[src/rtl/core/picu_pkg.sv]
`default_nettype none

package picu_pkg;

   // Item commands.
   typedef enum logic [1:0] {
      CMD_READ   = 2'd0,
      CMD_WRITE  = 2'd1,
      CMD_VRAM   = 2'd2,
      CMD_STATUS = 2'd3
   } command_type;

   // CPU visible register numbers.
   typedef enum logic [2:0] {
      REG_CTRL     = 3'd0,
      REG_MASK     = 3'd1,
      REG_STATUS   = 3'd2,
      REG_OAM_ADDR = 3'd3,
      REG_OAM_DATA = 3'd4,
      REG_SCROLL   = 3'd5,
      REG_ADDR     = 3'd6,
      REG_DATA     = 3'd7
   } reg_index_type;

   // Source of the byte returned to the CPU.
   typedef enum logic [2:0] {
      RD_NONE,
      RD_DIRECT,
      RD_SPRITE,
      RD_PALETTE,
      RD_BUFFER
   } rd_sel_type;

   localparam logic [5:0] PALETTE_PAGE = 6'h3F;

   // Result stage contents, captured when an item is accepted.
   typedef struct packed {
      rd_sel_type  rd_sel;
      logic [7:0]  direct;
      logic        buf_load;
      logic        pal_hit;
      logic        read_valid;
      logic [13:0] vram_address;
      logic        vram_write;
      logic        vram_read;
      logic [7:0]  vram_write_data;
      logic [14:0] current_address;
      logic [14:0] temp_address;
      logic [2:0]  fine_x;
      logic        nmi_request;
   } stage_type;

   // Palette index with the background color mirrors folded onto entries 0, 4, 8 and 12.
   function automatic logic [4:0] pal_index(input logic [4:0] a);
      logic [4:0] i;
      i = a;
      if (i[4] && (i[1:0] == 2'b00)) begin
         i[4] = 1'b0;
      end
      return i;
   endfunction

endpackage

`default_nettype wire

[src/rtl/core/picu_ram.sv]
`default_nettype none

module picu_ram #(
   parameter int WIDTH = 8,
   parameter int DEPTH = 256
) (
   input  wire logic                     clock,
   input  wire logic                     wr_en,
   input  wire logic [$clog2(DEPTH)-1:0] wr_addr,
   input  wire logic [WIDTH-1:0]         wr_data,
   input  wire logic                     rd_en,
   input  wire logic [$clog2(DEPTH)-1:0] rd_addr,
   output logic      [WIDTH-1:0]         rd_data
);

   logic [WIDTH-1:0] mem_ff [DEPTH];

   always_ff @(posedge clock) begin
      if (wr_en) begin
         mem_ff[wr_addr] <= wr_data;
      end
      if (rd_en) begin
         rd_data <= mem_ff[rd_addr];
      end
   end

endmodule

`default_nettype wire

[src/rtl/core/picture_unit_cpu_register_port.sv]
// CPU register port of a tile picture unit.
// Each input beat on the req_ channel carries one item: a CPU register read, a CPU
// register write, a byte of returned external video data, or a status update.
// Every accepted item produces exactly one result beat on the rsp_ channel, in order.
// Results carry the byte for a CPU read, any external video memory request made by a
// data port access, and the scroll registers V, T and fine X as they stand after the item.
// A beat accepted at one edge is offered on rsp_ after that edge. Throughput is one
// item per cycle while rsp_ready is high; the sprite memory and the palette are
// synchronous RAMs read at the accept edge, and their data is picked up by the single
// result stage. The result stage keeps its beat while rsp_ready is low; req_ready is
// high whenever that stage is empty or is being emptied in the same cycle, so a stalled
// receiver holds off the sender after at most one item.
// Reset clears all registers, the palette (through per-entry valid bits) and the
// result stage. The sprite memory is not cleared; an entry reads back only after it
// has been written. The read buffer is updated as each result leaves, so a read
// of the data port always sees the buffer as left by all earlier items.
`default_nettype none

module picture_unit_cpu_register_port #(
   parameter int SPRITE_BYTES    = 256,
   parameter int PALETTE_ENTRIES = 32
) (
   input  wire logic        clock,
   input  wire logic        reset,
   input  wire logic        req_valid,
   output logic             req_ready,
   input  wire logic [1:0]  req_command,
   input  wire logic [2:0]  req_reg_index,
   input  wire logic [7:0]  req_write_data,
   input  wire logic [7:0]  req_vram_data,
   input  wire logic [2:0]  req_status_bits,
   output logic             rsp_valid,
   input  wire logic        rsp_ready,
   output logic      [7:0]  rsp_read_data,
   output logic             rsp_read_valid,
   output logic      [13:0] rsp_vram_address,
   output logic             rsp_vram_write,
   output logic             rsp_vram_read,
   output logic      [7:0]  rsp_vram_write_data,
   output logic      [14:0] rsp_current_address,
   output logic      [14:0] rsp_temp_address,
   output logic      [2:0]  rsp_fine_x,
   output logic             rsp_nmi_request
);

   import picu_pkg::*;

   localparam int SPR_AW = $clog2(SPRITE_BYTES);
   localparam int PAL_AW = $clog2(PALETTE_ENTRIES);

   // Architectural registers.
   logic [7:0]        ctrl_ff,    ctrl_in;
   logic [7:0]        mask_ff,    mask_in;
   logic [2:0]        status_ff,  status_in;
   logic [SPR_AW-1:0] oam_ptr_ff, oam_ptr_in;
   logic [14:0]       v_ff,       v_in;
   logic [14:0]       t_ff,       t_in;
   logic [2:0]        fx_ff,      fx_in;
   logic              toggle_ff,  toggle_in;
   logic [7:0]        buffer_ff,  buffer_in;
   logic [PALETTE_ENTRIES-1:0] pal_valid_ff, pal_valid_in;

   // Result stage.
   logic      stage_valid_ff, stage_valid_in;
   stage_type stage_ff,       stage_in;

   logic              accept;
   logic              retire;
   logic [14:0]       v_step;
   logic              v_is_palette;
   logic [PAL_AW-1:0] pal_idx;

   logic       spr_wr_en, spr_rd_en;
   logic [7:0] spr_rdata;
   logic       pal_wr_en, pal_rd_en;
   logic [7:0] pal_rdata;
   logic [7:0] pal_value;

   assign retire    = stage_valid_ff && rsp_ready;
   assign req_ready = !stage_valid_ff || rsp_ready;
   assign accept    = req_valid && req_ready;

   assign v_step       = v_ff + (ctrl_ff[2] ? 15'd32 : 15'd1);
   assign v_is_palette = (v_ff[13:8] == PALETTE_PAGE);
   assign pal_idx      = PAL_AW'(pal_index(v_ff[4:0]));

   // Decode of the accepted item: register updates, memory accesses and the result stage.
   always_comb begin
      ctrl_in      = ctrl_ff;
      mask_in      = mask_ff;
      status_in    = status_ff;
      oam_ptr_in   = oam_ptr_ff;
      v_in         = v_ff;
      t_in         = t_ff;
      fx_in        = fx_ff;
      toggle_in    = toggle_ff;
      pal_valid_in = pal_valid_ff;
      spr_wr_en    = 1'b0;
      spr_rd_en    = 1'b0;
      pal_wr_en    = 1'b0;
      pal_rd_en    = 1'b0;
      stage_in     = '0;
      stage_in.rd_sel = RD_NONE;

      case (command_type'(req_command))
         CMD_READ: begin
            stage_in.read_valid = 1'b1;
            case (reg_index_type'(req_reg_index))
               REG_STATUS: begin
                  stage_in.rd_sel = RD_DIRECT;
                  stage_in.direct = {status_ff, 5'b00000};
                  status_in       = {1'b0, status_ff[1:0]};
                  toggle_in       = 1'b0;
               end
               REG_OAM_DATA: begin
                  stage_in.rd_sel = RD_SPRITE;
                  spr_rd_en       = 1'b1;
               end
               REG_DATA: begin
                  stage_in.vram_address = v_ff[13:0];
                  if (v_is_palette) begin
                     stage_in.rd_sel  = RD_PALETTE;
                     stage_in.pal_hit = pal_valid_ff[pal_idx];
                     pal_rd_en        = 1'b1;
                  end else begin
                     stage_in.rd_sel    = RD_BUFFER;
                     stage_in.vram_read = 1'b1;
                  end
                  v_in = v_step;
               end
               default: begin
               end
            endcase
         end
         CMD_WRITE: begin
            case (reg_index_type'(req_reg_index))
               REG_CTRL: begin
                  ctrl_in      = req_write_data;
                  t_in[11:10]  = req_write_data[1:0];
               end
               REG_MASK: begin
                  mask_in = req_write_data;
               end
               REG_OAM_ADDR: begin
                  oam_ptr_in = SPR_AW'(req_write_data);
               end
               REG_OAM_DATA: begin
                  spr_wr_en  = 1'b1;
                  oam_ptr_in = oam_ptr_ff + 1'b1;
               end
               REG_SCROLL: begin
                  if (toggle_ff) begin
                     t_in[9:5]   = req_write_data[7:3];
                     t_in[14:12] = req_write_data[2:0];
                  end else begin
                     t_in[4:0] = req_write_data[7:3];
                     fx_in     = req_write_data[2:0];
                  end
                  toggle_in = !toggle_ff;
               end
               REG_ADDR: begin
                  if (toggle_ff) begin
                     t_in = {t_ff[14:8], req_write_data};
                     v_in = {t_ff[14:8], req_write_data};
                  end else begin
                     t_in = {1'b0, req_write_data[5:0], t_ff[7:0]};
                  end
                  toggle_in = !toggle_ff;
               end
               REG_DATA: begin
                  stage_in.vram_address = v_ff[13:0];
                  if (v_is_palette) begin
                     pal_wr_en             = 1'b1;
                     pal_valid_in[pal_idx] = 1'b1;
                  end else begin
                     stage_in.vram_write      = 1'b1;
                     stage_in.vram_write_data = req_write_data;
                  end
                  v_in = v_step;
               end
               default: begin
               end
            endcase
         end
         CMD_VRAM: begin
            stage_in.buf_load = 1'b1;
            stage_in.direct   = req_vram_data;
         end
         CMD_STATUS: begin
            stage_in.nmi_request = req_status_bits[2] && !status_ff[2] && ctrl_ff[7];
            status_in            = req_status_bits;
         end
         default: begin
         end
      endcase

      stage_in.current_address = v_in;
      stage_in.temp_address    = t_in;
      stage_in.fine_x          = fx_in;

      stage_valid_in = accept || (stage_valid_ff && !rsp_ready);
   end

   // A palette entry that was never written since reset reads as zero.
   assign pal_value = stage_ff.pal_hit ? pal_rdata : 8'h00;

   // The read buffer follows the items in order as their results leave.
   always_comb begin
      buffer_in = buffer_ff;
      if (retire) begin
         if (stage_ff.rd_sel == RD_PALETTE) begin
            buffer_in = pal_value;
         end else if (stage_ff.buf_load) begin
            buffer_in = stage_ff.direct;
         end
      end
   end

   always_ff @(posedge clock) begin
      if (reset) begin
         ctrl_ff        <= '0;
         mask_ff        <= '0;
         status_ff      <= '0;
         oam_ptr_ff     <= '0;
         v_ff           <= '0;
         t_ff           <= '0;
         fx_ff          <= '0;
         toggle_ff      <= 1'b0;
         pal_valid_ff   <= '0;
         buffer_ff      <= '0;
         stage_valid_ff <= 1'b0;
      end else begin
         if (accept) begin
            ctrl_ff      <= ctrl_in;
            mask_ff      <= mask_in;
            status_ff    <= status_in;
            oam_ptr_ff   <= oam_ptr_in;
            v_ff         <= v_in;
            t_ff         <= t_in;
            fx_ff        <= fx_in;
            toggle_ff    <= toggle_in;
            pal_valid_ff <= pal_valid_in;
         end
         buffer_ff      <= buffer_in;
         stage_valid_ff <= stage_valid_in;
      end
   end

   always_ff @(posedge clock) begin
      if (accept) begin
         stage_ff <= stage_in;
      end
   end

   // Sprite memory: written and read at the pointer; read data is held while stalled.
   picu_ram #(
      .WIDTH (8),
      .DEPTH (SPRITE_BYTES)
   ) u_sprite_ram (
      .clock   (clock),
      .wr_en   (accept && spr_wr_en),
      .wr_addr (oam_ptr_ff),
      .wr_data (req_write_data),
      .rd_en   (accept && spr_rd_en),
      .rd_addr (oam_ptr_ff),
      .rd_data (spr_rdata)
   );

   // Palette store, addressed through the mirrored index of V.
   picu_ram #(
      .WIDTH (8),
      .DEPTH (PALETTE_ENTRIES)
   ) u_palette_ram (
      .clock   (clock),
      .wr_en   (accept && pal_wr_en),
      .wr_addr (pal_idx),
      .wr_data (req_write_data),
      .rd_en   (accept && pal_rd_en),
      .rd_addr (pal_idx),
      .rd_data (pal_rdata)
   );

   always_comb begin
      case (stage_ff.rd_sel)
         RD_DIRECT:  rsp_read_data = stage_ff.direct;
         RD_SPRITE:  rsp_read_data = spr_rdata;
         RD_PALETTE: rsp_read_data = pal_value;
         RD_BUFFER:  rsp_read_data = buffer_ff;
         default:    rsp_read_data = 8'h00;
      endcase
   end

   assign rsp_valid           = stage_valid_ff;
   assign rsp_read_valid      = stage_ff.read_valid;
   assign rsp_vram_address    = stage_ff.vram_address;
   assign rsp_vram_write      = stage_ff.vram_write;
   assign rsp_vram_read       = stage_ff.vram_read;
   assign rsp_vram_write_data = stage_ff.vram_write_data;
   assign rsp_current_address = stage_ff.current_address;
   assign rsp_temp_address    = stage_ff.temp_address;
   assign rsp_fine_x          = stage_ff.fine_x;
   assign rsp_nmi_request     = stage_ff.nmi_request;

   // The mask register is kept for the rendering side and is not visible here.
   logic unused_mask;
   assign unused_mask = ^mask_ff;

endmodule

`default_nettype wire

[config.mk]
export PLATFORM = sky130hd
export DESIGN_NAME = picture_unit_cpu_register_port
export DESIGN_NICKNAME = d
export VERILOG_FILES = /design/src/rtl/core/picu_pkg.sv /design/src/rtl/core/picu_ram.sv /design/src/rtl/core/picture_unit_cpu_register_port.sv
export SDC_FILE = /design/constraint.sdc
export NUM_CORES = 2
export LEC_CHECK = 0
export BUFFER_PORTS_ARGS = -buffer_cell sky130_fd_sc_hd__buf_2
export CORE_ASPECT_RATIO = 0.6
export CORE_MARGIN = 2
export CORE_UTILIZATION = 59
export DETAILED_ROUTE_END_ITERATION = 8
export PLACE_DENSITY_LB_ADDON = 0.2
export SETUP_SLACK_MARGIN = 0.15
export SLEW_MARGIN = 10
export SYNTH_ARGS = -nofsm -noshare
export SYNTH_HDL_FRONTEND = slang
export SYNTH_SLANG_ARGS = --single-unit
[constraint.sdc]
create_clock -name clock -period 11.7 [get_ports clock]
set_input_delay 2.34 -clock clock [delete_from_list [all_inputs] [get_ports clock]]
set_output_delay 2.34 -clock clock [all_outputs]
set_load 0.02 [all_outputs]
==> impl_metrics.toml <==
[sta]
period_needed_ns = 5.551
grt_setup_unrepaired = "no"
drv_slew = 0
holdWs_ns = 0.4561
report.final.hold_viol_count = 0
worst_slack_ns = 6.149
timing_worst_slew_pin_value_ns = 1.224
fmaxAchievable_ghz = 0.1802
setup-tns-final_ns = 0
finalCritPeriodShare_pct = 47.44
final_worst_clock_skew_ns = 0.03582
slew_headroom_pct = 18.39
setup_viol = 0

[yosys]
synth_top_family_by_area = "multiplexers"
synthAdderAreaFrac_pct = 0.09100
mappedNetlistArea_um2 = 96250
synthesis.instances = 4977
avgSynthCellArea_um2 = 19.34
post_synthesis_mux_area_share_pct = 13.91
synth_edf_count = 2360
synth_top_flop_cell = "edfxtp_1"
synth_xor_xnor_area_share_pct = 0.009100
synthesis.nets = 5012
synth.yosys.seq_area_share_pct = 75.38
post_synthesis_compound_gate_area_fraction_pct = 4.633
yosys_warnings = 0
synth_simple_gate_area_share_pct = 3.839
postSynth.asyncResetShare_pct = 0
netlist-cell-type-count = 70
synth-seq-cells = 2444

[worst_setup_path]
r2r_slack_ns = 6.15
worst_path_dominant_cell_family = "buffers and inverters"
worstReg2RegEnd = "u_sprite_ram.mem_ff[230][7]"
path_cells = "buf_4 > nor2b_4 > buf_4 > buf_4 > nand2_1 > buf_4 > nor2_1"
timing.rr.start = "oam_ptr_ff[2]"
max_stage_delay_ns = 0.72
start_kind = "register"
cp_slowest_cell = "buf_4"
path_buf_inv = 4
crit_required_ns = 12.18
critical_path_depth = 7
worstPathMaxFanout = 37
cp_common_cell = "buf_4"
r2r.worst_path.cells = 7
worst_ep_arrival_time_ns = 6.03
critical_path.endpoint_type = "register"
critical_path_class = "register to register"

[detailed_routing]
first_pass_iters = 9
detailroute.via_count = 53240
post_route_drc_violation_count = 2
final_antenna_net_count = 0
drt_first_iter_violations = 9779
wl_per_cell_um = 37.45
wirelength_um = 274000
post_drt_via_cell_ratio = 7.278

[cts]
clk_latency_ns = 0.87
tritoncts.num_buffers = 209
post-cts-setup-buffers = 0
root_buffer = "clkbuf_16"
ctsLongestPathBuffers = 4
htree_num_levels = 4
tritoncts = "built"
ctsHoldBuffers = 0
cts_num_sinks = 2444
cts.clk_slew.worst_paths_ns = 0.07
ctsResizeCount = 0

[pwr]
power-per-cell-area_nw_per_um2 = 162.2
ir_worst_vdd_uv = 167.6
cellLeakagePower_nw = 31.62

[worst_hold_path]
min_delay_worst_endpoint = "t_ff[5]"
hold_crit_path_type = "register to register"
hold_path.startpoint = "t_ff[5]"
min_path_cells = 2

[outcome]
status = "complete, but fails checks"
violated_checks = "DRC"

[placed_design]
place.gp.congestion = 0.9667
dpl_wire_length_um = 164800
placement.io_buffers = 96
dpl_worst_slack_ns = 5.623

[floorplan]
ioPinCount = 97
row_count = 114
die_width_um = 525.4
initial_utilization_pct = 59.61
die_h_um = 316.9
fp.dieArea_um2 = 166500
core_area_um2 = 161500

[grt]
grtUsageTotal_pct = 32.90
number_of_global_route_vias_before_repair = 48970
maximum_number_of_pins_on_one_net_before_global_route_repair = 165
global_route.usage.met1_pct = 51.94
use_met3_pct = 15.15
busiest_layer_in_global_routing = "met1"
grt_first_pass_wirelength_um = 384200
grt_overflow = 0
met2_track_utilization_from_global_routing_pct = 41.13
antenna_found_initial = 5

[cells_and_area]
layout-area-overhead-vs-synth_pct = 9.171
fillCellCount = 10480
design.final.nets = 5043
most_common_cell_after_layout_fill_and_taps_aside = "edfxtp_1"
layout_cell_share_with_drive_strength_beyond_1_pct = 21.83
final_cell_mix = "edfxtp_1, mux4_2, nor2_1, clkbuf_16, nand2_1"

[job]
cap_violations = 0
cell families after synthesis:
| family | after synthesis |
|---|---|
| buf+inv | 396 |
| simple gates | 851 |
| compound gates | 632 |
| xor+xnor | 1 |
| flops | 2444 |
| mux | 646 |
| fa+ha+maj | 7 |
cell type report:
cell class / instances / area, µm² / area share (%)
Sequential cell: 2444 / 72570 / 69.07
Multi-Input combinational cell: 2137 / 21710 / 20.66
Clock buffer: 255 / 5525 / 5.258
Tap cell: 2146 / 2685 / 2.555
Timing Repair Buffer: 202 / 1471 / 1.400
Clock inverter: 115 / 1049 / 0.9978
Inverter: 14 / 56.30 / 0.05358
Antenna cell: 3 / 7.507 / 0.007144
worst register-to-register path: stages, from the launching register on:
cell	delay [ns]
dfxtp_4	0.58
buf_4	0.73
nor2b_4	0.68
buf_4	0.60
buf_4	0.66
nand2_1	0.75
buf_4	0.55
nor2_1	0.63
flip-flops by register name, summed over array words and instances, names as in the netlist, 8 cells and up:
name	count
pal_valid_ff	28
u_sprite_ram.rd_data	8
buffer_ff	8
oam_ptr_ff	8
rsp_current_address	15
t_ff	15
v_ff	15
u_palette_ram.mem_ff	224
rsp_vram_address	14
stage_ff	13
rsp_vram_write_data	8
u_sprite_ram.mem_ff	2048
rsp_temp_address	15
u_palette_ram.rd_data	8
power by group:
part,total (mW),internal (mW),switching (mW)
Combinational,0.550,0.143,0.407
Clock,6.87,3.77,3.10
Sequential,9.62,9.60,0.0207
metrics by stage:
step | total power, mW | instance area, µm² | utilization, % | cells
2_1_floorplan | 10.06 | 96250 | - | 4977
3_3_place_gp | 10.35 | 98480 | 60.99 | 6943
3_5_place_dp | 10.35 | 98480 | 60.99 | 6943
4_1_cts | 17.06 | 105100 | 65.06 | 7313
5_1_grt | 17.43 | 105100 | 65.07 | 7313
6_report | 17.04 | 105100 | 65.08 | 7316
metal layers:
metal	share of wire [%]	vias up
met2	39	5004
met3	19	458
li1	-	20420
met1	39	27350
met4	2.6	16
met5	0.11	-
synth_stat cells (9+ instances only):
cell      count  area, µm²
mux4_2      549      12360
nand3_1      49      245.2
o211ai_1     16      120.1
a31oi_1      21      131.4
buf_4        78      585.6
a22o_1       33      289.0
buf_2        74      370.4
a221oi_1     46      402.9
nand4_1      26      162.7
nor2_1      424       1592
a32oi_1      16      140.1
a22oi_1     178       1336
a21oi_1     135      675.7
and3_1        9      56.30
dfxtp_1      84       1682
o21ai_0      59      295.3
mux2_2       45      506.7
a211oi_1     15      112.6
edfxtp_1   2360      70870
nand2b_1     19      118.9
inv_1        12      45.04
buf_6        19      214.0
nor2b_1      27      168.9
o41ai_1      12      105.1
o22ai_1      20      125.1
a311oi_1     11      96.34
and2_1       29      181.4
nor3_1       31      155.2
clkbuf_1    179      671.9
mux2i_1      52      520.5
nand2_1     201      754.5
buf_1        29      108.9
worst max path at each step:
stage	slack [ns]	to	start
6_report	6.15	u_sprite_ram.mem_ff[230][7]	oam_ptr_ff[2]
5_1_grt	6.26	u_sprite_ram.mem_ff[230][7]	oam_ptr_ff[2]
4_1_cts	6.50	u_sprite_ram.mem_ff[230][7]	oam_ptr_ff[2]
3_5_place_dp	5.62	u_sprite_ram.mem_ff[163][1]	req_command[0]
3_3_place_gp	5.76	u_sprite_ram.mem_ff[161][1]	req_command[0]
2_1_floorplan	6.16	rsp_current_address[0]	rsp_ready
Power figures use the tool's default switching activity.
